$ cat src/hw/rtl/vrbs_pkg.sv
// ----------------------------------------------------------------------------
// vrbs_pkg: shared types and codes of the variable record byte stack
//
// Holds the input and result item layouts, the function codes and the
// status codes used by the control, the output stage and the checker.
// ----------------------------------------------------------------------------
package vrbs_pkg;

    // Function codes carried in the func field of an input item.
    localparam logic [2:0] FN_PUSH  = 3'd0;
    localparam logic [2:0] FN_POP   = 3'd1;
    localparam logic [2:0] FN_PEEK  = 3'd2;
    localparam logic [2:0] FN_CLEAR = 3'd3;
    localparam logic [2:0] FN_QUERY = 3'd4;

    // Status codes carried in the status field of a result item.
    localparam logic [1:0] ST_OK    = 2'd0;
    localparam logic [1:0] ST_FULL  = 2'd1;
    localparam logic [1:0] ST_EMPTY = 2'd2;

    // One input item.
    typedef struct packed {
        logic [2:0] func;
        logic [5:0] record_size;
        logic [7:0] data_byte;
        logic       first_of_record;
    } t_in_item;

    // One result item.
    typedef struct packed {
        logic [1:0] status;
        logic [7:0] out_byte;
        logic       byte_valid;
        logic       last;
        logic [5:0] stored_length;
        logic       is_empty;
        logic       would_be_full;
    } t_out_item;

endpackage

$ cat src/hw/rtl/vrbs_outq.sv
// ----------------------------------------------------------------------------
// vrbs_outq: result output register
//
// Holds one result item for the downstream side, so the control can take
// the next input item while a finished result still waits.
// ----------------------------------------------------------------------------
module vrbs_outq (
    input  logic                i_clk,
    input  logic                i_rst_n,
    input  logic                i_load,
    input  vrbs_pkg::t_out_item i_item,
    output logic                o_free,
    output logic                o_out_valid,
    input  logic                i_out_ready,
    output vrbs_pkg::t_out_item o_out_item
);
    import vrbs_pkg::*;

    logic      r_valid;
    t_out_item r_item;

    // The slot is free when empty or when its item leaves in this cycle.
    assign o_free = !r_valid || i_out_ready;

    // Valid flag.
    always_ff @(posedge i_clk) begin
        if (!i_rst_n) begin
            r_valid <= 1'b0;
        end else if (i_load) begin
            r_valid <= 1'b1;
        end else if (i_out_ready) begin
            r_valid <= 1'b0;
        end
    end

    // Payload needs no reset.
    always_ff @(posedge i_clk) begin
        if (i_load) begin
            r_item <= i_item;
        end
    end

    assign o_out_valid = r_valid;
    assign o_out_item  = r_item;

endmodule

$ cat config.mk
export PLATFORM = sky130hd
export DESIGN_NAME = vrbs_outq
export DESIGN_NICKNAME = d
export VERILOG_FILES = /design/src/hw/rtl/vrbs_pkg.sv /design/src/hw/rtl/vrbs_outq.sv
export SDC_FILE = /design/constraint.sdc
export NUM_CORES = 1
export LEC_CHECK = 0
export ABC_AREA = 1
export BUFFER_PORTS_ARGS = -buffer_cell sky130_fd_sc_hd__buf_2
export CORE_ASPECT_RATIO = 1.2
export CORE_MARGIN = 4
export CORE_UTILIZATION = 40
export CTS_BUF_LIST = sky130_fd_sc_hd__clkbuf_4
export DETAILED_ROUTE_END_ITERATION = 7
export PLACE_DENSITY = 0.79
export RECOVER_POWER = 25
export SYNTH_ARGS = -nofsm -noshare
export SYNTH_HDL_FRONTEND = slang
export SYNTH_SLANG_ARGS = --single-unit
$ cat constraint.sdc
create_clock -name i_clk -period 0.8 [get_ports i_clk]
set_input_delay 0.08 -clock i_clk [delete_from_list [all_inputs] [get_ports i_clk]]
set_output_delay 0.08 -clock i_clk [all_outputs]
set_load 0.03 [all_outputs]
-- After elaboration in Yosys (flattened, before gate mapping)
Cells that the tools add are included.
- register bits after elaboration: 21
- input port bits: 24
- output and inout port bits: 22
- logic and storage cells: 13
- multiplexer cells: 2
- reductions and logical operators: 3
- operators with widths (cell ; count):
    $mux W1 ; 2
    $reduce_bool A2 Y1 ; 1
    $logic_not A1 Y1 ; 1
    $logic_or A1 B1 Y1 ; 1

-- Longest topological paths before layout
Gate-level depths: netlist of the first run.
- depth in word-level cells: 2
- mapped depth: 3
- gate-level depth less buffers: 3

-- Worst setup path after synthesis of the first run
No wires, ideal clock.
- path type: flip-flop to flip-flop
- start: reg o_out_valid (netlist name)
- end: reg r_valid, in the netlist o_out_valid
- setup time: 0.066 ns
- data arrival time: 0.840 ns
- setup slack: -0.106 ns
- cell stages (with the launch flop): 3
- cells stage by stage: dfxtp_1 > nand2_2 > a21oi_2
- RTL lines (what ; line ; text):
    end signal, assigned ; vrbs_outq.sv:28 ; r_valid <= 1'b0;
    end signal, assigned ; vrbs_outq.sv:30 ; r_valid <= 1'b1;
    end signal, assigned ; vrbs_outq.sv:32 ; r_valid <= 1'b0;
    end, declared ; vrbs_outq.sv:19 ; logic r_valid;

-- Worst setup path after layout of the first run
- start: reg r_item (netlist bit o_out_item[14])
- end: out o_out_item[14] in the netlist's numbering
- RTL lines (what ; line ; text):
    start, declared ; vrbs_outq.sv:20 ; t_out_item r_item;
    start signal, assigned ; vrbs_outq.sv:39 ; r_item <= i_item;
    end, declared ; vrbs_outq.sv:15 ; output vrbs_pkg::t_out_item o_out_item
No word-level cell between the ends.

==> impl_results.md, run 1 <==
* Total wire length at 1850 µm
* Status: finished, violations left
* M1 GR Usage at 0.179
* DR iter-0 viols at 7
* Core Util, Final at 0.867
* Clk buf depth at 2
* Synthesized area at 647 µm²
* Unrepaired setup endpoints after global routing: yes
* Syn_area_per_cell at 24.9 µm²
* Post-Synth XOR/XNOR Area at 0
* First-pass GRT wire length at 2680 µm
* Placed Cells at 89
* Share of cells above drive strength 1 at 0.551
* R2R Path Start: o_out_valid$_SDFFE_PN0P_
* DRT antenna net count at 0
* Tmin final at 992 ps
* Root Buffer: clkbuf_4
* FP Rows at 15
* Setup ws final at -192 ps
* Chip Width at 44.7 µm
* #FFs+latches synth at 21
* Yosys warnings at 0
* Buffers & Inverters on Critical Path at 1
* Tot Pwr at 2.40 mW
* NumNets Final at 123
* GRT busiest layer: met2
* TritonCTS clock tree: done
* Netlist cell types at 5
* Initial antenna violation count at 0
* Port bufs at 45
* Post-place instance area at 915 µm²
* Endpoints failing setup at 22
* Post-DP HPWL at 1120 µm
* Worst slack, placed at 140 ps
* Setup TNS at -2840 ps
* Routed vias/inst at 4.61
* Via count of the first global-routing pass at 543
* Die H at 52.1 µm
* CORE AREA at 1480 µm²
* Slew Viols, Final at 0
* Sequential share of the synthesized area at 0.959
* PD cells at 1870 nW/µm²
* Met2 Usage GRT at 0.333
* Main combinational cell family by area after synthesis: buffers and inverters
* Fmax at 1010 MHz
* Final instance area at 1280 µm²
* Post-Synth Simple-Gate Area at 0.00967
* Final global-route overflow total at 0
* CP endpoint kind: primary output
* Total CTS buffers at 3
* MaxCap Viol Count at 0
* Max IR drop VDD at 0.00156 V
* CP max-delay cell: edfxtp_1
* Clk sinks at 21
* Hold WC Path Type: input port to register
* Worst-path fanout max at 1
* Worst Tran Pin Value at 487 ps
* Largest net degree at the start of global routing at 22
* Compound-Gate Fraction of Synth Area at 0.0135
* Starting Density at 0.436
* Wire per inst at 16.1 µm
* Fin crit share at 1.24
* Slew Limit Headroom at 0.675
* WS Path Type: register to primary output
* Final hold viol count at 0
* CP Launch Point: o_out_item[14]$_DFFE_PP_
* Worst-Skew Late Latency at 290 ps
* Placer Congestion at 0.696
* # diodes at 0
* Syn Nets at 50
* Setup Skew at 0 ps
* Residual DRC at 0
* CP Cell Sequence: buf_6
* CP Data Arrival Time at 910 ps
* Met3 usage at 0.0311
* Num ports at 46
* GRT Resource Usage Total at 0.171
* Fin Hold WS at 154 ps
* Die area at 2330 µm²
* Synth-to-Final Area Change at 98.6%
* Worst path required time at 720 ps
* Post-Synthesis Cells at 26
* Leak at 0.562 nW
* Family with the most delay on the worst path: flip-flops
* Reg clk slew, reported paths at 110 ps
* Mux share of post-synthesis cell area at 0
* Startpoint types: register
* H-tree levels at 1
* Vias at 530
* Hold Startpoint: i_out_ready
* CP peak stage delay at 450 ps
* Synth Area in Adders at 0
* Drt first pass iters at 4
* Failing checks: negative setup slack
* Final std cells w/o fill at 115
## area by class of cell
class | instances | area, µm²
Tap cell | 17 | 21.3
Inverter | 3 | 11.3
Sequential cell | 21 | 622
Clock buffer | 4 | 30.0
Timing Repair Buffer | 68 | 586
Fill cell | 68 | 198
Multi-Input combinational cell | 2 | 15.0
## cells in the final DEF, fill, tap and decap left out
| master | Yosys | final |
|---|---|---|
| clkbuf_4 | 0 | 4 |
| dfxtp_2 | 0 | 1 |
| buf_2 | 0 | 23 |
| buf_4 | 0 | 1 |
| dlygate4sd3_1 | 0 | 21 |
| clkbuf_2 | 0 | 1 |
| inv_1 | 3 | 3 |
| a21oi_2 | 1 | 1 |
| nand2_2 | 1 | 1 |
| edfxtp_1 | 20 | 20 |
| buf_6 | 0 | 22 |
## synthesized netlist by cell type, drive strengths merged
master	n	area share
a21oi	1	0.014
dfxtp	1	0.031
edfxtp	20	0.93
inv	3	0.017
nand2	1	0.0097
## state kept, by name, summed over array words and instances, names as in the netlist
name / cells
o_out_item: 20
o_out_valid: 1
## logic make-up (layout without fill, tap and decap cells)
family | after synthesis | count (layout)
flip-flops | 21 | 21
buffers and inverters | 3 | 75
AO/OA/AOI/OAI | 1 | 1
AND/OR/NAND/NOR | 1 | 1
## repair_timing
action                                 4_1_cts  5_1_grt
pin swaps                                    1        1
setup endpoints to repair                   22       22
hold buffers                                21        0
endpoints found under the hold margin       21        0
buffers inserted                             0        1
gates resized for setup                     44        0
## path summary, 6_finish.rpt
kind,to,slack (ps),cells past startpoint
min,o_out_valid$_SDFFE_PN0P_,150,5
max,o_out_item[14],-190,1
min reg2reg,o_out_valid$_SDFFE_PN0P_,610,3
max reg2reg,o_out_valid$_SDFFE_PN0P_,50,3
## where the power goes
part	leakage [nW]	internal [mW]	switching, mW
Sequential	0.204	1.30	0.0476
Clock	0.0184	0.227	0.292
Combinational	0.339	0.268	0.267
Total	0.562	1.80	0.607
## metal layers
metal / routed length [µm] / part of all wire
met5: 0 / 0
met4: 11 / 0.0059
met1: 635 / 0.34
met2: 1060 / 0.57
met3: 148 / 0.080
Note: power is estimated with default switching activity, not from simulation.
==> inputs of run 2 (changes only) <==
- SETUP_SLACK_MARGIN: unset -> 0.4
- clock period: 0.8 -> 1 ns (I/O delays scaled with it)
==> impl_results.md, run 2 (same netlist as run 1, synthesis figures left out) <==
* Status: finished, violations left
* Failing checks: negative hold slack
* Worst path required time at 900 ps (+180 ps)
* Clock Power Share at 0.222 (+0.006)
* Hold WC Path Type: input port to register
* Core Util, Final at 0.727 (-0.139)
* Initial antenna violation count at 0 (unchanged)
* Comb pwr share at 0.195 (-0.028)
* Slew Viols, Final at 0 (unchanged)
* Commonest cells after routing, fill and taps aside: 23 x buf_2, 22 x buf_6, 20 x edfxtp_1, 4 x clkbuf_4, 3 x inv_1
* Placed Cells at 88 (-1.1%)
* Tmin final at 985 ps
* Switch share at 0.253 (+0.000515)
* Total wire length at 1570 µm (-15%)
* CP max-delay cell: edfxtp_1
* Post-place instance area at 911 µm² (-0.41%)
* Setup ws final at 15.1 ps (+207 ps)
* NumNets Final at 100 (-19%)
* Setup TNS at 0 ps (+2840 ps)
* TritonCTS clock tree: done
* Commonest non-fill, non-tap cell in the layout: buf_2
* Final hold viol count at 18 (+18)
* Final instance area at 1080 µm² (-16%)
* H-tree levels at 1 (unchanged)
* CP endpoint kind: primary output
* Placer Congestion at 0.618 (-11%)
* Leak at 0.468 nW (-17%)
* Wire per inst at 17.1 µm (+5.9%)
* Setup Skew at 0 ps (unchanged)
* Startpoint types: register
* Num ports at 46 (unchanged)
* Worst-Skew Late Latency at 290 ps (about the same)
* Residual DRC at 0 (unchanged)
* PD cells at 1710 nW/µm² (-8.4%)
* Post-CTS setup buffer count at 0 (unchanged)
* FP Rows at 15 (unchanged)
* First-pass GRT wire length at 2080 µm (-22%)
* Final std cells w/o fill at 92 (-20%)
* Total CTS buffers at 3 (unchanged)
* Clk buf depth at 2 (unchanged)
* # diodes at 0 (unchanged)
* Register area at 624 µm² (+0.40%)
* Fin Hold WS at -22.1 ps (-176 ps)
* Routed vias/inst at 4.67 (+1.4%)
* Chip Width at 44.7 µm (unchanged)
* Seq pwr share at 0.583 (+0.022)
* Buffers & Inverters on Critical Path at 1 (unchanged)
* Drt first pass iters at 4 (unchanged)
* Largest net degree at the start of global routing at 22 (unchanged)
* Cell Int Power at 1.38 mW (-23%)
* Die area at 2330 µm² (unchanged)
* CP Data Arrival Time at 880 ps (-30 ps)
* Reg clk slew, reported paths at 110 ps (about the same)
* Root Buffer: clkbuf_4
* Unrepaired setup endpoints after global routing: yes
* Share of cells above drive strength 1 at 0.693 (+0.142)
* Die H at 52.1 µm (unchanged)
* Clk sinks at 21 (unchanged)
* DRT antenna net count at 0 (unchanged)
* Vias at 430 (-19%)
* WS Path Type: register to primary output
* Worst-path fanout max at 1 (unchanged)
* Fmax at 1020 MHz
* Fillers at 85 (+25%)
* Tot Pwr at 1.85 mW (-23%)
* Max reg flops at 20 (unchanged)
* Max IR drop VDD at 0.00101 V (-35%)
* Family with the most delay on the worst path: flip-flops
* Final global-route overflow total at 0 (unchanged)
* MaxCap Viol Count at 0 (unchanged)
* DR iter-0 viols at 12 (+5)
* Switch Pwr at 0.468 mW (-23%)
* Slew Limit Headroom at 0.707 (+0.0320)
* Worst Tran Pin Value at 439 ps (-48.0 ps)
* Multi-input gate area at 28.8 µm² (+92%)
* Starting Density at 0.436 (unchanged)
* Port bufs at 45 (unchanged)
* CP Cell Sequence: buf_6
* Fin crit share at 0.985
* Via count of the first global-routing pass at 398 (-27%)
* Worst slack, placed at 166 ps (+25.7 ps)
* GRT Resource Usage Total at 0.132 (-0.0387)
* CORE AREA at 1480 µm² (unchanged)
* Synth-to-Final Area Change at 66.7%
* Endpoints failing setup at 0 (-100%)
* CP peak stage delay at 430 ps (-20 ps)
-- run 2: area by class of cell --
class                   instances  area share
well taps                      17      0.0197
inverters                       3      0.0104
flip-flops and latches         21       0.579
repair buffers                 45       0.336
clock buffers                   4      0.0278
multi-input cells               2      0.0267
-- run 2: final timing paths --
check,from,end,slack [ps],cells past startpoint
setup / recovery,o_out_item[10]$_DFFE_PP_,o_out_item[10],20,1
hold / removal,i_item[9],o_out_item[9]$_DFFE_PP_,-20,1
setup reg to reg,o_out_valid$_SDFFE_PN0P_,o_out_valid$_SDFFE_PN0P_,400,2
hold reg to reg,o_out_valid$_SDFFE_PN0P_,o_out_valid$_SDFFE_PN0P_,500,2
-- run 2: power groups by stage --
stage | Combinational, mW | Clock [mW] | Sequential (mW)
finish | 0.360 | 0.410 | 1.08
global route | 0.374 | 0.454 | 1.08
CTS | 0.359 | 0.421 | 1.08
detailed placement | 0.281 | 0 | 1.08
global placement | 0.276 | 0 | 1.07
floorplan | 0.0150 | 0 | 1.22
-- run 2: repair_timing --
action	in CTS	in global routing
endpoints found under the setup margin	22	23
resized for setup	44	0
endpoints found under the hold margin	20	19
-- run 2: metal layers --
metal  vias up  part of all wire  global-route usage
met4         0                 0              0.0603
met1       208              0.35               0.167
met2        26              0.57               0.222
met5         -                 0                   0
li1        196                 -                   -
met3         0             0.080              0.0138
