<file path="src/hw/rtl/vrbs_pkg.sv">
// ----------------------------------------------------------------------------
// vrbs_pkg: shared types and codes of the variable record byte stack
//
// Holds the input and result item layouts, the function codes and the
// status codes used by the control, the output stage and the checker.
// ----------------------------------------------------------------------------
package vrbs_pkg;

    // Function codes carried in the func field of an input item.
    localparam logic [2:0] FN_PUSH  = 3'd0;
    localparam logic [2:0] FN_POP   = 3'd1;
    localparam logic [2:0] FN_PEEK  = 3'd2;
    localparam logic [2:0] FN_CLEAR = 3'd3;
    localparam logic [2:0] FN_QUERY = 3'd4;

    // Status codes carried in the status field of a result item.
    localparam logic [1:0] ST_OK    = 2'd0;
    localparam logic [1:0] ST_FULL  = 2'd1;
    localparam logic [1:0] ST_EMPTY = 2'd2;

    // One input item.
    typedef struct packed {
        logic [2:0] func;
        logic [5:0] record_size;
        logic [7:0] data_byte;
        logic       first_of_record;
    } t_in_item;

    // One result item.
    typedef struct packed {
        logic [1:0] status;
        logic [7:0] out_byte;
        logic       byte_valid;
        logic       last;
        logic [5:0] stored_length;
        logic       is_empty;
        logic       would_be_full;
    } t_out_item;

endpackage

</file>
<file path="src/hw/rtl/vrbs_ctrl.sv">
// ----------------------------------------------------------------------------
// vrbs_ctrl: stack sequencer
//
// Takes one input item at a time, keeps the stack pointers and the push
// progress, writes headers and data bytes to the memory, reads headers and
// record bytes back, and hands each result item to the output register.
// ----------------------------------------------------------------------------
module vrbs_ctrl #(
    parameter int STACK_BYTES  = 1024,
    parameter int HEADER_BYTES = 4,
    parameter int MAX_RECORD   = 63,
    parameter int AW           = 10
) (
    input  logic                i_clk,
    input  logic                i_rst_n,
    input  logic                i_in_valid,
    output logic                o_in_ready,
    input  vrbs_pkg::t_in_item  i_in_item,
    output logic                o_mem_we,
    output logic                o_mem_re,
    output logic [AW-1:0]       o_mem_addr,
    output logic [7:0]          o_mem_wdata,
    input  logic [7:0]          i_mem_rdata,
    input  logic                i_out_free,
    output logic                o_out_load,
    output vrbs_pkg::t_out_item o_out_item
);
    import vrbs_pkg::*;

    // Pointer width holds STACK_BYTES itself; sums get headroom for size+header.
    localparam int TW = $clog2(STACK_BYTES + 1);
    localparam int SW = (TW > 7) ? TW + 1 : 8;
    localparam int CW = $clog2(HEADER_BYTES + 1);
    localparam logic [TW-1:0] TOP_EMPTY = TW'(STACK_BYTES);
    localparam logic [SW-1:0] STACK_S   = SW'(STACK_BYTES);
    localparam logic [SW-1:0] HDR_S     = SW'(HEADER_BYTES);
    localparam logic [CW-1:0] CNT_LAST  = CW'(HEADER_BYTES - 1);
    localparam logic [5:0]    MAX_REC   = 6'(MAX_RECORD);

    localparam logic [3:0] S_IDLE  = 4'd0;
    localparam logic [3:0] S_EXEC  = 4'd1;
    localparam logic [3:0] S_HDR   = 4'd2;
    localparam logic [3:0] S_DATA  = 4'd3;
    localparam logic [3:0] S_HWAIT = 4'd4;
    localparam logic [3:0] S_RD    = 4'd5;
    localparam logic [3:0] S_BYTE  = 4'd6;
    localparam logic [3:0] S_RES   = 4'd7;

    logic [3:0]    r_state, n_state;
    t_in_item      r_item, n_item;
    logic [TW-1:0] r_top, n_top;
    logic [AW-1:0] r_waddr, n_waddr;
    logic [5:0]    r_left, n_left;
    logic          r_drop, n_drop;
    logic [CW-1:0] r_cnt, n_cnt;
    logic [1:0]    r_status, n_status;
    logic          r_wf, n_wf;
    logic [5:0]    r_stored, n_stored;
    logic [5:0]    r_n, n_n;
    logic [5:0]    r_idx, n_idx;
    logic [TW-1:0] r_base, n_base;

    logic [SW-1:0] need_s;
    logic          too_big;
    logic [TW-1:0] fit_top;
    logic [TW-1:0] fit_wa;
    logic [SW-1:0] top_h;
    logic [SW-1:0] room;
    logic [5:0]    hdr_len;
    logic [5:0]    stored;
    logic [5:0]    emit_n;
    logic [SW-1:0] pop_top;
    logic [TW-1:0] hdr_addr;
    logic [TW-1:0] rd_addr;
    logic [5:0]    left_dec;

    // Free-space test shared by push and query.
    assign need_s  = SW'(r_item.record_size) + HDR_S;
    assign too_big = (r_item.record_size > MAX_REC) || (SW'(r_top) < need_s);
    assign fit_top = r_top - need_s[TW-1:0];
    assign fit_wa  = fit_top + HDR_S[TW-1:0];

    // Header decode: stored length is cut to the bytes above the header.
    assign top_h   = SW'(r_top) + HDR_S;
    assign room    = (top_h <= STACK_S) ? (STACK_S - top_h) : '0;
    assign hdr_len = i_mem_rdata[5:0];
    assign stored  = (SW'(hdr_len) > room) ? room[5:0] : hdr_len;
    assign emit_n  = (r_item.record_size < stored) ? r_item.record_size : stored;
    assign pop_top = top_h + SW'(stored);

    assign hdr_addr = r_top + TW'(r_cnt);
    assign rd_addr  = r_base + TW'(r_idx);
    assign left_dec = r_left - 6'd1;

    assign o_in_ready = (r_state == S_IDLE);

    // Next-state and memory access logic.
    always_comb begin
        n_state  = r_state;
        n_item   = r_item;
        n_top    = r_top;
        n_waddr  = r_waddr;
        n_left   = r_left;
        n_drop   = r_drop;
        n_cnt    = r_cnt;
        n_status = r_status;
        n_wf     = r_wf;
        n_stored = r_stored;
        n_n      = r_n;
        n_idx    = r_idx;
        n_base   = r_base;

        o_mem_we    = 1'b0;
        o_mem_re    = 1'b0;
        o_mem_addr  = r_waddr;
        o_mem_wdata = r_item.data_byte;
        o_out_load  = 1'b0;

        o_out_item               = '0;
        o_out_item.last          = 1'b1;
        o_out_item.status        = r_status;
        o_out_item.stored_length = r_stored;
        o_out_item.would_be_full = r_wf;
        o_out_item.is_empty      = (r_top >= TOP_EMPTY);

        case (r_state)
            S_IDLE: begin
                if (i_in_valid) begin
                    n_item  = i_in_item;
                    n_state = S_EXEC;
                end
            end

            S_EXEC: begin
                n_status = ST_OK;
                n_wf     = 1'b0;
                n_stored = '0;
                n_state  = S_RES;
                case (r_item.func)
                    FN_PUSH: begin
                        if (r_item.first_of_record) begin
                            // A new record ends any pending one.
                            n_left = '0;
                            n_drop = 1'b0;
                            if (too_big) begin
                                n_status = ST_FULL;
                                if (r_item.record_size != 6'd0) begin
                                    n_drop = 1'b1;
                                    n_left = r_item.record_size - 6'd1;
                                end
                            end else begin
                                n_top   = fit_top;
                                n_waddr = fit_wa[AW-1:0];
                                n_cnt   = '0;
                                n_state = S_HDR;
                            end
                        end else if (r_left != 6'd0) begin
                            // Continuation byte: store it or drop it.
                            if (r_drop) begin
                                n_status = ST_FULL;
                            end else begin
                                o_mem_we = 1'b1;
                                n_waddr  = r_waddr + AW'(1);
                            end
                            n_left = left_dec;
                            if (left_dec == 6'd0) begin
                                n_drop = 1'b0;
                            end
                        end
                    end
                    FN_POP, FN_PEEK: begin
                        n_left = '0;
                        n_drop = 1'b0;
                        if (r_top >= TOP_EMPTY) begin
                            n_status = ST_EMPTY;
                        end else begin
                            o_mem_re   = 1'b1;
                            o_mem_addr = r_top[AW-1:0];
                            n_state    = S_HWAIT;
                        end
                    end
                    FN_CLEAR: begin
                        n_left = '0;
                        n_drop = 1'b0;
                        n_top  = TOP_EMPTY;
                    end
                    FN_QUERY: begin
                        n_wf = too_big;
                    end
                    default: begin
                        n_state = S_RES;
                    end
                endcase
            end

            // Little-endian length header; bytes above the first are zero.
            S_HDR: begin
                o_mem_we    = 1'b1;
                o_mem_addr  = hdr_addr[AW-1:0];
                o_mem_wdata = (r_cnt == '0) ? {2'b00, r_item.record_size} : 8'h00;
                n_cnt       = r_cnt + CW'(1);
                if (r_cnt == CNT_LAST) begin
                    n_state = (r_item.record_size != 6'd0) ? S_DATA : S_RES;
                end
            end

            // First data byte travels with the first item of a record.
            S_DATA: begin
                o_mem_we = 1'b1;
                n_waddr  = r_waddr + AW'(1);
                n_left   = r_item.record_size - 6'd1;
                n_state  = S_RES;
            end

            S_HWAIT: begin
                n_stored = stored;
                n_n      = emit_n;
                n_idx    = '0;
                n_base   = top_h[TW-1:0];
                if (r_item.func == FN_POP) begin
                    n_top = pop_top[TW-1:0];
                end
                n_state = (emit_n == 6'd0) ? S_RES : S_RD;
            end

            S_RD: begin
                o_mem_re   = 1'b1;
                o_mem_addr = rd_addr[AW-1:0];
                n_state    = S_BYTE;
            end

            S_BYTE: begin
                o_out_item.status     = ST_OK;
                o_out_item.out_byte   = i_mem_rdata;
                o_out_item.byte_valid = 1'b1;
                o_out_item.last       = (r_idx == r_n - 6'd1);
                if (i_out_free) begin
                    o_out_load = 1'b1;
                    if (r_idx == r_n - 6'd1) begin
                        n_state = S_IDLE;
                    end else begin
                        n_idx   = r_idx + 6'd1;
                        n_state = S_RD;
                    end
                end
            end

            S_RES: begin
                if (i_out_free) begin
                    o_out_load = 1'b1;
                    n_state    = S_IDLE;
                end
            end

            default: begin
                n_state = S_IDLE;
            end
        endcase
    end

    // Control state.
    always_ff @(posedge i_clk) begin
        if (!i_rst_n) begin
            r_state <= S_IDLE;
            r_top   <= TOP_EMPTY;
            r_waddr <= '0;
            r_left  <= '0;
            r_drop  <= 1'b0;
        end else begin
            r_state <= n_state;
            r_top   <= n_top;
            r_waddr <= n_waddr;
            r_left  <= n_left;
            r_drop  <= n_drop;
        end
    end

    // Working registers of the item in progress.
    always_ff @(posedge i_clk) begin
        r_item   <= n_item;
        r_cnt    <= n_cnt;
        r_status <= n_status;
        r_wf     <= n_wf;
        r_stored <= n_stored;
        r_n      <= n_n;
        r_idx    <= n_idx;
        r_base   <= n_base;
    end

endmodule

</file>
<file path="config.mk">
export PLATFORM = sky130hd
export DESIGN_NAME = vrbs_ctrl
export DESIGN_NICKNAME = d
export VERILOG_FILES = /design/src/hw/rtl/vrbs_pkg.sv /design/src/hw/rtl/vrbs_ctrl.sv
export SDC_FILE = /design/constraint.sdc
export NUM_CORES = 1
export LEC_CHECK = 0
export BUFFER_PORTS_ARGS = -buffer_cell sky130_fd_sc_hd__buf_2
export CELL_PAD_IN_SITES_DETAIL_PLACEMENT = 2
export CELL_PAD_IN_SITES_GLOBAL_PLACEMENT = 2
export CORE_MARGIN = 3
export CORE_UTILIZATION = 37
export CTS_BUF_LIST = sky130_fd_sc_hd__clkbuf_4 sky130_fd_sc_hd__clkbuf_8
export DETAILED_ROUTE_END_ITERATION = 8
export PLACE_DENSITY = 0.8
export RECOVER_POWER = 100
export SKIP_CTS_REPAIR_TIMING = 1
export SYNTH_ARGS = -nofsm -noshare
export SYNTH_HDL_FRONTEND = slang
export SYNTH_SLANG_ARGS = --single-unit
export TNS_END_PERCENT = 5
</file>
<file path="constraint.sdc">
create_clock -name i_clk -period 8 [get_ports i_clk]
set_clock_uncertainty 0.1 [all_clocks]
set_input_delay 1.2 -clock i_clk [delete_from_list [all_inputs] [get_ports i_clk]]
set_output_delay 1.2 -clock i_clk [all_outputs]
set_load 0.005 [all_outputs]
</file>
# After elaboration in Yosys (flattened, before gate mapping)
# Index checks and enable logic that the tools add are counted.
# classes
add_sub_neg	14
mux	68
bitwise_logic	0
div_mod_pow	0
n_shift	0
eq_ne	32
n_reduce_logical	25
multipliers	0
n_lt_le_gt_ge	6
# op_table
op	n
$mux 10	7
$mux 6	9
$pmux 6 s2	4
$pmux 11 s2	2
$mux 11	3
$pmux 4 s8	1
$pmux 10 s3	1
$mux 12	2
$mux 3	7
$ne 3x3->1 const B	7
$pmux 10 s2	1
$sub 6x1->6 const B	3
$eq 4x3->1 const B	4
$mux 1	16
$mux 4	4
$ne 2x2->1 const B	8
$add 11x3->12 const B	1
$gt 6x12->1	1
$le 12x11->1 const B	1
$logic_not 6->1	2
$pmux 3 s2	2
$reduce_and 4->1	3
$reduce_bool 6->1	2
$sub 11x12->12 const A	1
36 further kinds	53
# word_totals
inputBits	30
wordCells	161
memories	0
latch_bits	0
ram_bits	0
rom_bits	0
out_inout_bits	42
regBits	84

# Longest topological paths before layout
# depth
ltp_word	10
mapped_depth	28
ltp_nobuf	26

# Worst setup path after synthesis
# OpenSTA, ideal clock, no wires.
# synth_timing
path_kind	register to register
from	reg r_top[2]
to	reg r_n[5], data pin
path_buffers	4
path_slack_ps	2235
required_ps	7629
period_less_slack_ps	5765
t_arrival_ps	5394
path_stages_with_launch	29
setup_time_ps	271
path_cell_list	dfxtp_1 -> ha_1 -> buf_6 -> and3_1 -> or4_1 -> a21oi_1 -> o21a_1 -> clkbuf_1 -> and2_1 -> inv_1 -> ha_1 -> o21a_1 -> o22ai_1 -> a21oi_1 -> o21ai_0 -> or3_1 -> buf_6 -> o21ai_1 -> mux2_2 -> ha_1 -> or3_1 -> nor4_1 -> a211oi_1 -> o221ai_1 -> a32oi_1 -> a311o_1 -> buf_6 -> nor2_1 -> a21oi_1
# synth_between
elab_chain_cells	7
elab_cells_between_ends	8
classes_between	add/sub: 2; order compare: 3; mux: 3
# synth_rtl
element	line	source
start: declaration	vrbs_ctrl.sv:51	logic [TW-1:0] r_top, n_top;
start signal: assignment	vrbs_ctrl.sv:271	r_top <= n_top;
$add 11x3->12 (*)	vrbs_ctrl.sv:84	assign top_h = SW'(r_top) + HDR_S;
$sub 11x12->12 / $le 12x11->1 (equally long branches)	vrbs_ctrl.sv:85	assign room = (top_h <= STACK_S) ? (STACK_S - top_h) : '0;
$mux 12 (*)	vrbs_ctrl.sv:85	
$gt 6x12->1	vrbs_ctrl.sv:87	assign stored = (SW'(hdr_len) > room) ? room[5:0] : hdr_len;
$mux 6 (*)	vrbs_ctrl.sv:87	
$lt 6x6->1	vrbs_ctrl.sv:88	assign emit_n = (r_item.record_size < stored) ? r_item.record_size : stored;
$mux 6 (*)	vrbs_ctrl.sv:88	
named net emit_n[5]	vrbs_ctrl.sv:71	logic [5:0] emit_n;
end signal: assignment	vrbs_ctrl.sv:285	r_n <= n_n;
end: declaration	vrbs_ctrl.sv:59	logic [5:0] r_n, n_n;
# The timed path passes the listed nets; every way through them passes the cells marked *.
# A chain may end at the register's enable or synchronous reset.

# Worst setup path in the final report
# layout_timing
from	reg r_top[2]
to	reg r_top[8]
# layout_between
elab_chain_cells	8
elab_cells_between_ends	17
classes_between	add/sub: 4; order compare: 3; eq/ne: 1; mux: 7; reduce/logical: 2
# layout_rtl
element	line	source
$add 11x3->12 (*)	vrbs_ctrl.sv:84	
$sub 11x12->12 / $le 12x11->1 (equally long branches)	vrbs_ctrl.sv:85	
$mux 12 (*)	vrbs_ctrl.sv:85	
$gt 6x12->1	vrbs_ctrl.sv:87	
$mux 6 (*)	vrbs_ctrl.sv:87	
named net stored[0]	vrbs_ctrl.sv:70	logic [5:0] stored;
$add 11x6->11 (*)	vrbs_ctrl.sv:89	assign pop_top = top_h + SW'(stored);
$mux 11 (*)	vrbs_ctrl.sv:220	if (r_item.func == FN_POP) begin
$pmux 11 s2 (*)	vrbs_ctrl.sv:126	case (r_state)
# The timed path passes the listed nets; every way through them passes the cells marked *. The select of a mux whose other input is x is not followed.

==> impl_metrics.env <==
export IMPL_postSynthNetCount=901
export IMPL_p_switching_mw=1.124
export IMPL_routed_via_density=6.002
export IMPL_fp_row_count=48
export IMPL_synth_edff_count=52
export IMPL_power_share_switching=0.4959
export IMPL_arrival_time_reported_for_the_critical_path_endpoint_ns=7.22
export IMPL_portBuffers=71
export IMPL_p_leak_nw=2.973
export IMPL_place_detailed_instances=1077
export IMPL_timing_critical_path_max_delay_family="compound AO/OA/AOI/OAI gates"
export IMPL_ant_nets=0
export IMPL_asyncSetResetFlopFracSynth=0
export IMPL_worstPathMaxFanout=17
export IMPL_crit_chain="ha_1 -> and3_1 -> or4_1 -> a21oi_1 -> o21a_1 -> and2_0 -> inv_1 -> ha_1 -> o21a_1 -> o22ai_1 -> a21oi_1 -> o21ai_0 -> or3_1 -> a21oi_1 -> inv_1 -> ha_1 -> fa_1 -> a21o_1 -> o21ai_0 -> o211ai_1 -> a21boi_0 -> nor3b_1 -> nand4b_1 -> a21oi_1"
export IMPL_synth_top_cells_by_count="87 x sky130_fd_sc_hd__nor2_1, 70 x sky130_fd_sc_hd__nand2_1, 67 x sky130_fd_sc_hd__a21oi_1"
export IMPL_crit_slowest_cell="sky130_fd_sc_hd__or3_1"
export IMPL_synth_top_cells_by_area="sky130_fd_sc_hd__edfxtp_1 23%, sky130_fd_sc_hd__dfxtp_1 9.2%, sky130_fd_sc_hd__ha_1 8.1%"
export IMPL_synth_yosys_warnings=0
export IMPL_max_cap_violations=1
export IMPL_synth_largest_area_cell="sky130_fd_sc_hd__edfxtp_1"
export IMPL_worstSetupEndpointType="flop"
export IMPL_clock_share_of_power=0.137
export IMPL_globalplace_congestion=0.8374
export IMPL_min_path_type="reg2reg"
export IMPL_violations="max-capacitance violations, max-slew violations"
export IMPL_total_half_perimeter_wirelength_after_legalization_and_detailed_placement_mm=19.88
export IMPL_critical_path_top_cell_by_count="sky130_fd_sc_hd__a21oi_1"
export IMPL_initialDrtViolationCount=387
export IMPL_antenna_found_initial=0
export IMPL_synth_top_cell_area_share=0.2306
export IMPL_cts_num_sinks=83
export IMPL_finalHoldViolations=0
export IMPL_layout_setup_ws_ns=0.9868
export IMPL_drt_pre_antenna_iters=5
export IMPL_tritoncts_num_buffers=9
export IMPL_placeable_core_area_sq_um=17600
export IMPL_hold_worst_slack_ns=0.4325
export IMPL_min_from="r_left[1]"
export IMPL_rsz0062_at_grt="no"
export IMPL_ios=72
export IMPL_synth_most_common_cell="sky130_fd_sc_hd__nor2_1"
export IMPL_cts_buffer_depth=2
export IMPL_final_setup_tns_ns=0
export IMPL_detail_route_wl_per_cell_um=23.48
export IMPL_groute_usage_overall=0.2583
export IMPL_setup_worst_path_class="reg2reg"
export IMPL_synth_sequential_area_ratio=0.3223
export IMPL_worst_skew_pair_latency_ns=0.40
export IMPL_globalRouteOverflowTotal=0
export IMPL_routed_wirelength_mm=25.66
export IMPL_max_vdd_ir_drop_mv=0.1358
export IMPL_status="finished with violations"
export IMPL_place_worst_setup_slack_ns=1.062
export IMPL_finalWorstPathRequiredPeriod_ns=7.013
export IMPL_initial_core_util=0.3847
export IMPL_synth_cell_types=73
export IMPL_min_period_over_period=0.8767
export IMPL_synthFlopType="sky130_fd_sc_hd__edfxtp_1"
export IMPL_critical_path_max_stage_delay_ns=0.51
export IMPL_fmax_mhz=142.6
export IMPL_design_die_area_sq_um=19960
export IMPL_worst_slew_margin_rel=-0.06471
export IMPL_vias=6560
export IMPL_ctsHtreeMaxLevel=3
export IMPL_setup_violations=0
export IMPL_power_per_cell_area_nw_per_um2=308.4
export IMPL_crit_path_from="r_top[2]"
export IMPL_synth_cell_area_sq_um=6770
export IMPL_dieHeight_um=141.3
export IMPL_cts_tree="yes"
export IMPL_areaGrowthSynthToFinish_pct=8.520
export IMPL_combPwrFrac=0.532
export IMPL_p_int_mw=1.142
export IMPL_drive_above_1_share=0.08525
export IMPL_netlist_instances=823
export IMPL_tightestPinTransition_ns=1.597
export IMPL_die_width_um=141.3
export IMPL_crit_buf_inv=2
export IMPL_rr_startpoint="r_top[2]"
export IMPL_num_nets_final=941
export IMPL_vias_in_the_first_global_route=7134
export IMPL_critPathRequiredTime_ns=8.21
export IMPL_clk_pin_slew_ns=0.10
export IMPL_grt_pass1_wl_mm=40.15
export IMPL_drc=0
export IMPL_antenna_cells_inserted=0
export IMPL_yosys_register_bits=83
export IMPL_start_kind="flop"
export IMPL_grt_start_max_net_pins=29
export IMPL_cts_root_buf="sky130_fd_sc_hd__clkbuf_8"
export IMPL_synthesis_area_per_instance_sq_um=8.226
export IMPL_fin_cells=1093
export IMPL_final_max_slew_viol_count=29
export IMPL_share_seq_of_total_power=0.331
[metal layers]
layer	track usage	vias to the layer above	part of all wire
li1	-	3049	-
met1	0.3189	3320	0.42
met2	0.4633	148	0.51
met3	0.02797	43	0.040
met4	0.09638	0	0.027
met5	0	-	0
[through the flow]
stage | total power, mW | util | area [sq um]
floorplan | 1.529 | - | 6770
finish | 2.266 | 0.4175 | 7347
global route | 2.440 | 0.4175 | 7347
global placement | 1.875 | 0.4113 | 7237
detailed placement | 1.965 | 0.4113 | 7237
CTS | 2.288 | 0.4216 | 7418
[sequential cells by signal (all words and copies together) (netlist names)]
| register | count |
|---|---|
| r_item | 18 |
| r_top | 11 |
| r_base | 10 |
| r_waddr | 10 |
| r_idx | 6 |
| r_left | 6 |
| r_n | 6 |
| r_stored | 6 |
| r_cnt | 3 |
| r_state | 3 |
| r_status | 2 |
| r_drop | 1 |
| r_wf | 1 |
[worst paths after layout]
path / to / slack [ns] / cells past startpoint
hold / removal: r_left[1] / 0.43 / 2
hold reg to reg: r_left[1] / 0.43 / 2
setup / recovery: r_top[8] / 0.99 / 24
setup reg to reg: r_top[8] / 0.99 / 24
[cells by family after synthesis]
kind of cell	count (synthesis)	synth area share
DFF	83	0.3223
buffers and inverters	94	0.05618
adders and majority gates	49	0.09462
muxes	11	0.01977
xor gates and xnor gates	55	0.07226
and+or+nand+nor	306	0.2218
AOI/OAI and AO/OA	225	0.2131
[worst register-to-register path, cell delays in order (launching register included)]
cell                       delay [ns]
sky130_fd_sc_hd__dfxtp_1         0.50
sky130_fd_sc_hd__ha_1            0.42
sky130_fd_sc_hd__and3_1          0.27
sky130_fd_sc_hd__or4_1           0.48
sky130_fd_sc_hd__a21oi_1         0.25
sky130_fd_sc_hd__o21a_1          0.42
sky130_fd_sc_hd__and2_0          0.22
sky130_fd_sc_hd__inv_1           0.06
sky130_fd_sc_hd__ha_1            0.29
sky130_fd_sc_hd__o21a_1          0.14
sky130_fd_sc_hd__o22ai_1         0.07
sky130_fd_sc_hd__a21oi_1         0.22
sky130_fd_sc_hd__o21ai_0         0.21
sky130_fd_sc_hd__or3_1           0.51
sky130_fd_sc_hd__a21oi_1         0.40
sky130_fd_sc_hd__inv_1           0.10
sky130_fd_sc_hd__ha_1            0.23
sky130_fd_sc_hd__fa_1            0.41
sky130_fd_sc_hd__a21o_1          0.21
sky130_fd_sc_hd__o21ai_0         0.21
sky130_fd_sc_hd__o211ai_1        0.21
sky130_fd_sc_hd__a21boi_0        0.51
sky130_fd_sc_hd__nor3b_1         0.09
sky130_fd_sc_hd__nand4b_1        0.19
sky130_fd_sc_hd__a21oi_1         0.19
[cell type report]
class	instances	area, sq um
fill	2025	10250
timing repair buffer	75	342.8
tap	225	281.5
sequential	83	2182
inverter	48	180.2
clock inverter	7	57.56
multi-input combinational	646	4179
clock buffer	9	123.9
[power by group through the flow]
stage	sequential [mW]	combinational (mW)	clock, mW
final	0.750	1.21	0.310
after global placement	0.744	1.13	0
after CTS	0.745	1.22	0.320
after global routing	0.767	1.34	0.332
after detailed placement	0.755	1.21	0
after floorplan	0.653	0.876	0
[placed cells by master (no fill, tap or decap), types with 4 or more instances in the layout]
master	synthesis	final
sky130_fd_sc_hd__nor2b_1	9	9
sky130_fd_sc_hd__and2_1	12	6
sky130_fd_sc_hd__nor3_1	19	19
sky130_fd_sc_hd__nor4_1	6	6
sky130_fd_sc_hd__xor2_1	17	17
sky130_fd_sc_hd__o21a_1	9	9
sky130_fd_sc_hd__a21oi_1	67	67
sky130_fd_sc_hd__mux2i_1	7	8
sky130_fd_sc_hd__o221a_2	5	5
sky130_fd_sc_hd__nor2_1	87	87
sky130_fd_sc_hd__and2_0	1	7
sky130_fd_sc_hd__clkbuf_8	0	9
sky130_fd_sc_hd__buf_2	1	43
sky130_fd_sc_hd__a31oi_1	9	9
sky130_fd_sc_hd__nand4_1	13	13
sky130_fd_sc_hd__nor3b_1	4	4
sky130_fd_sc_hd__o211ai_1	6	7
sky130_fd_sc_hd__fa_1	4	4
sky130_fd_sc_hd__a21o_1	14	14
sky130_fd_sc_hd__o22ai_1	8	8
sky130_fd_sc_hd__clkbuf_1	38	28
sky130_fd_sc_hd__edfxtp_1	52	52
sky130_fd_sc_hd__a221o_1	4	4
sky130_fd_sc_hd__nand2_1	70	70
sky130_fd_sc_hd__inv_1	47	47
sky130_fd_sc_hd__or3_1	6	6
sky130_fd_sc_hd__nand2b_1	14	14
sky130_fd_sc_hd__o21ai_0	52	54
sky130_fd_sc_hd__dfxtp_1	31	31
sky130_fd_sc_hd__xnor2_1	37	38
sky130_fd_sc_hd__nand3_1	30	30
sky130_fd_sc_hd__a211oi_1	10	10
sky130_fd_sc_hd__a22oi_1	6	6
sky130_fd_sc_hd__nand3b_1	8	8
sky130_fd_sc_hd__and3_1	18	18
sky130_fd_sc_hd__ha_1	44	44
Note: power is estimated with default switching activity, not from simulation.
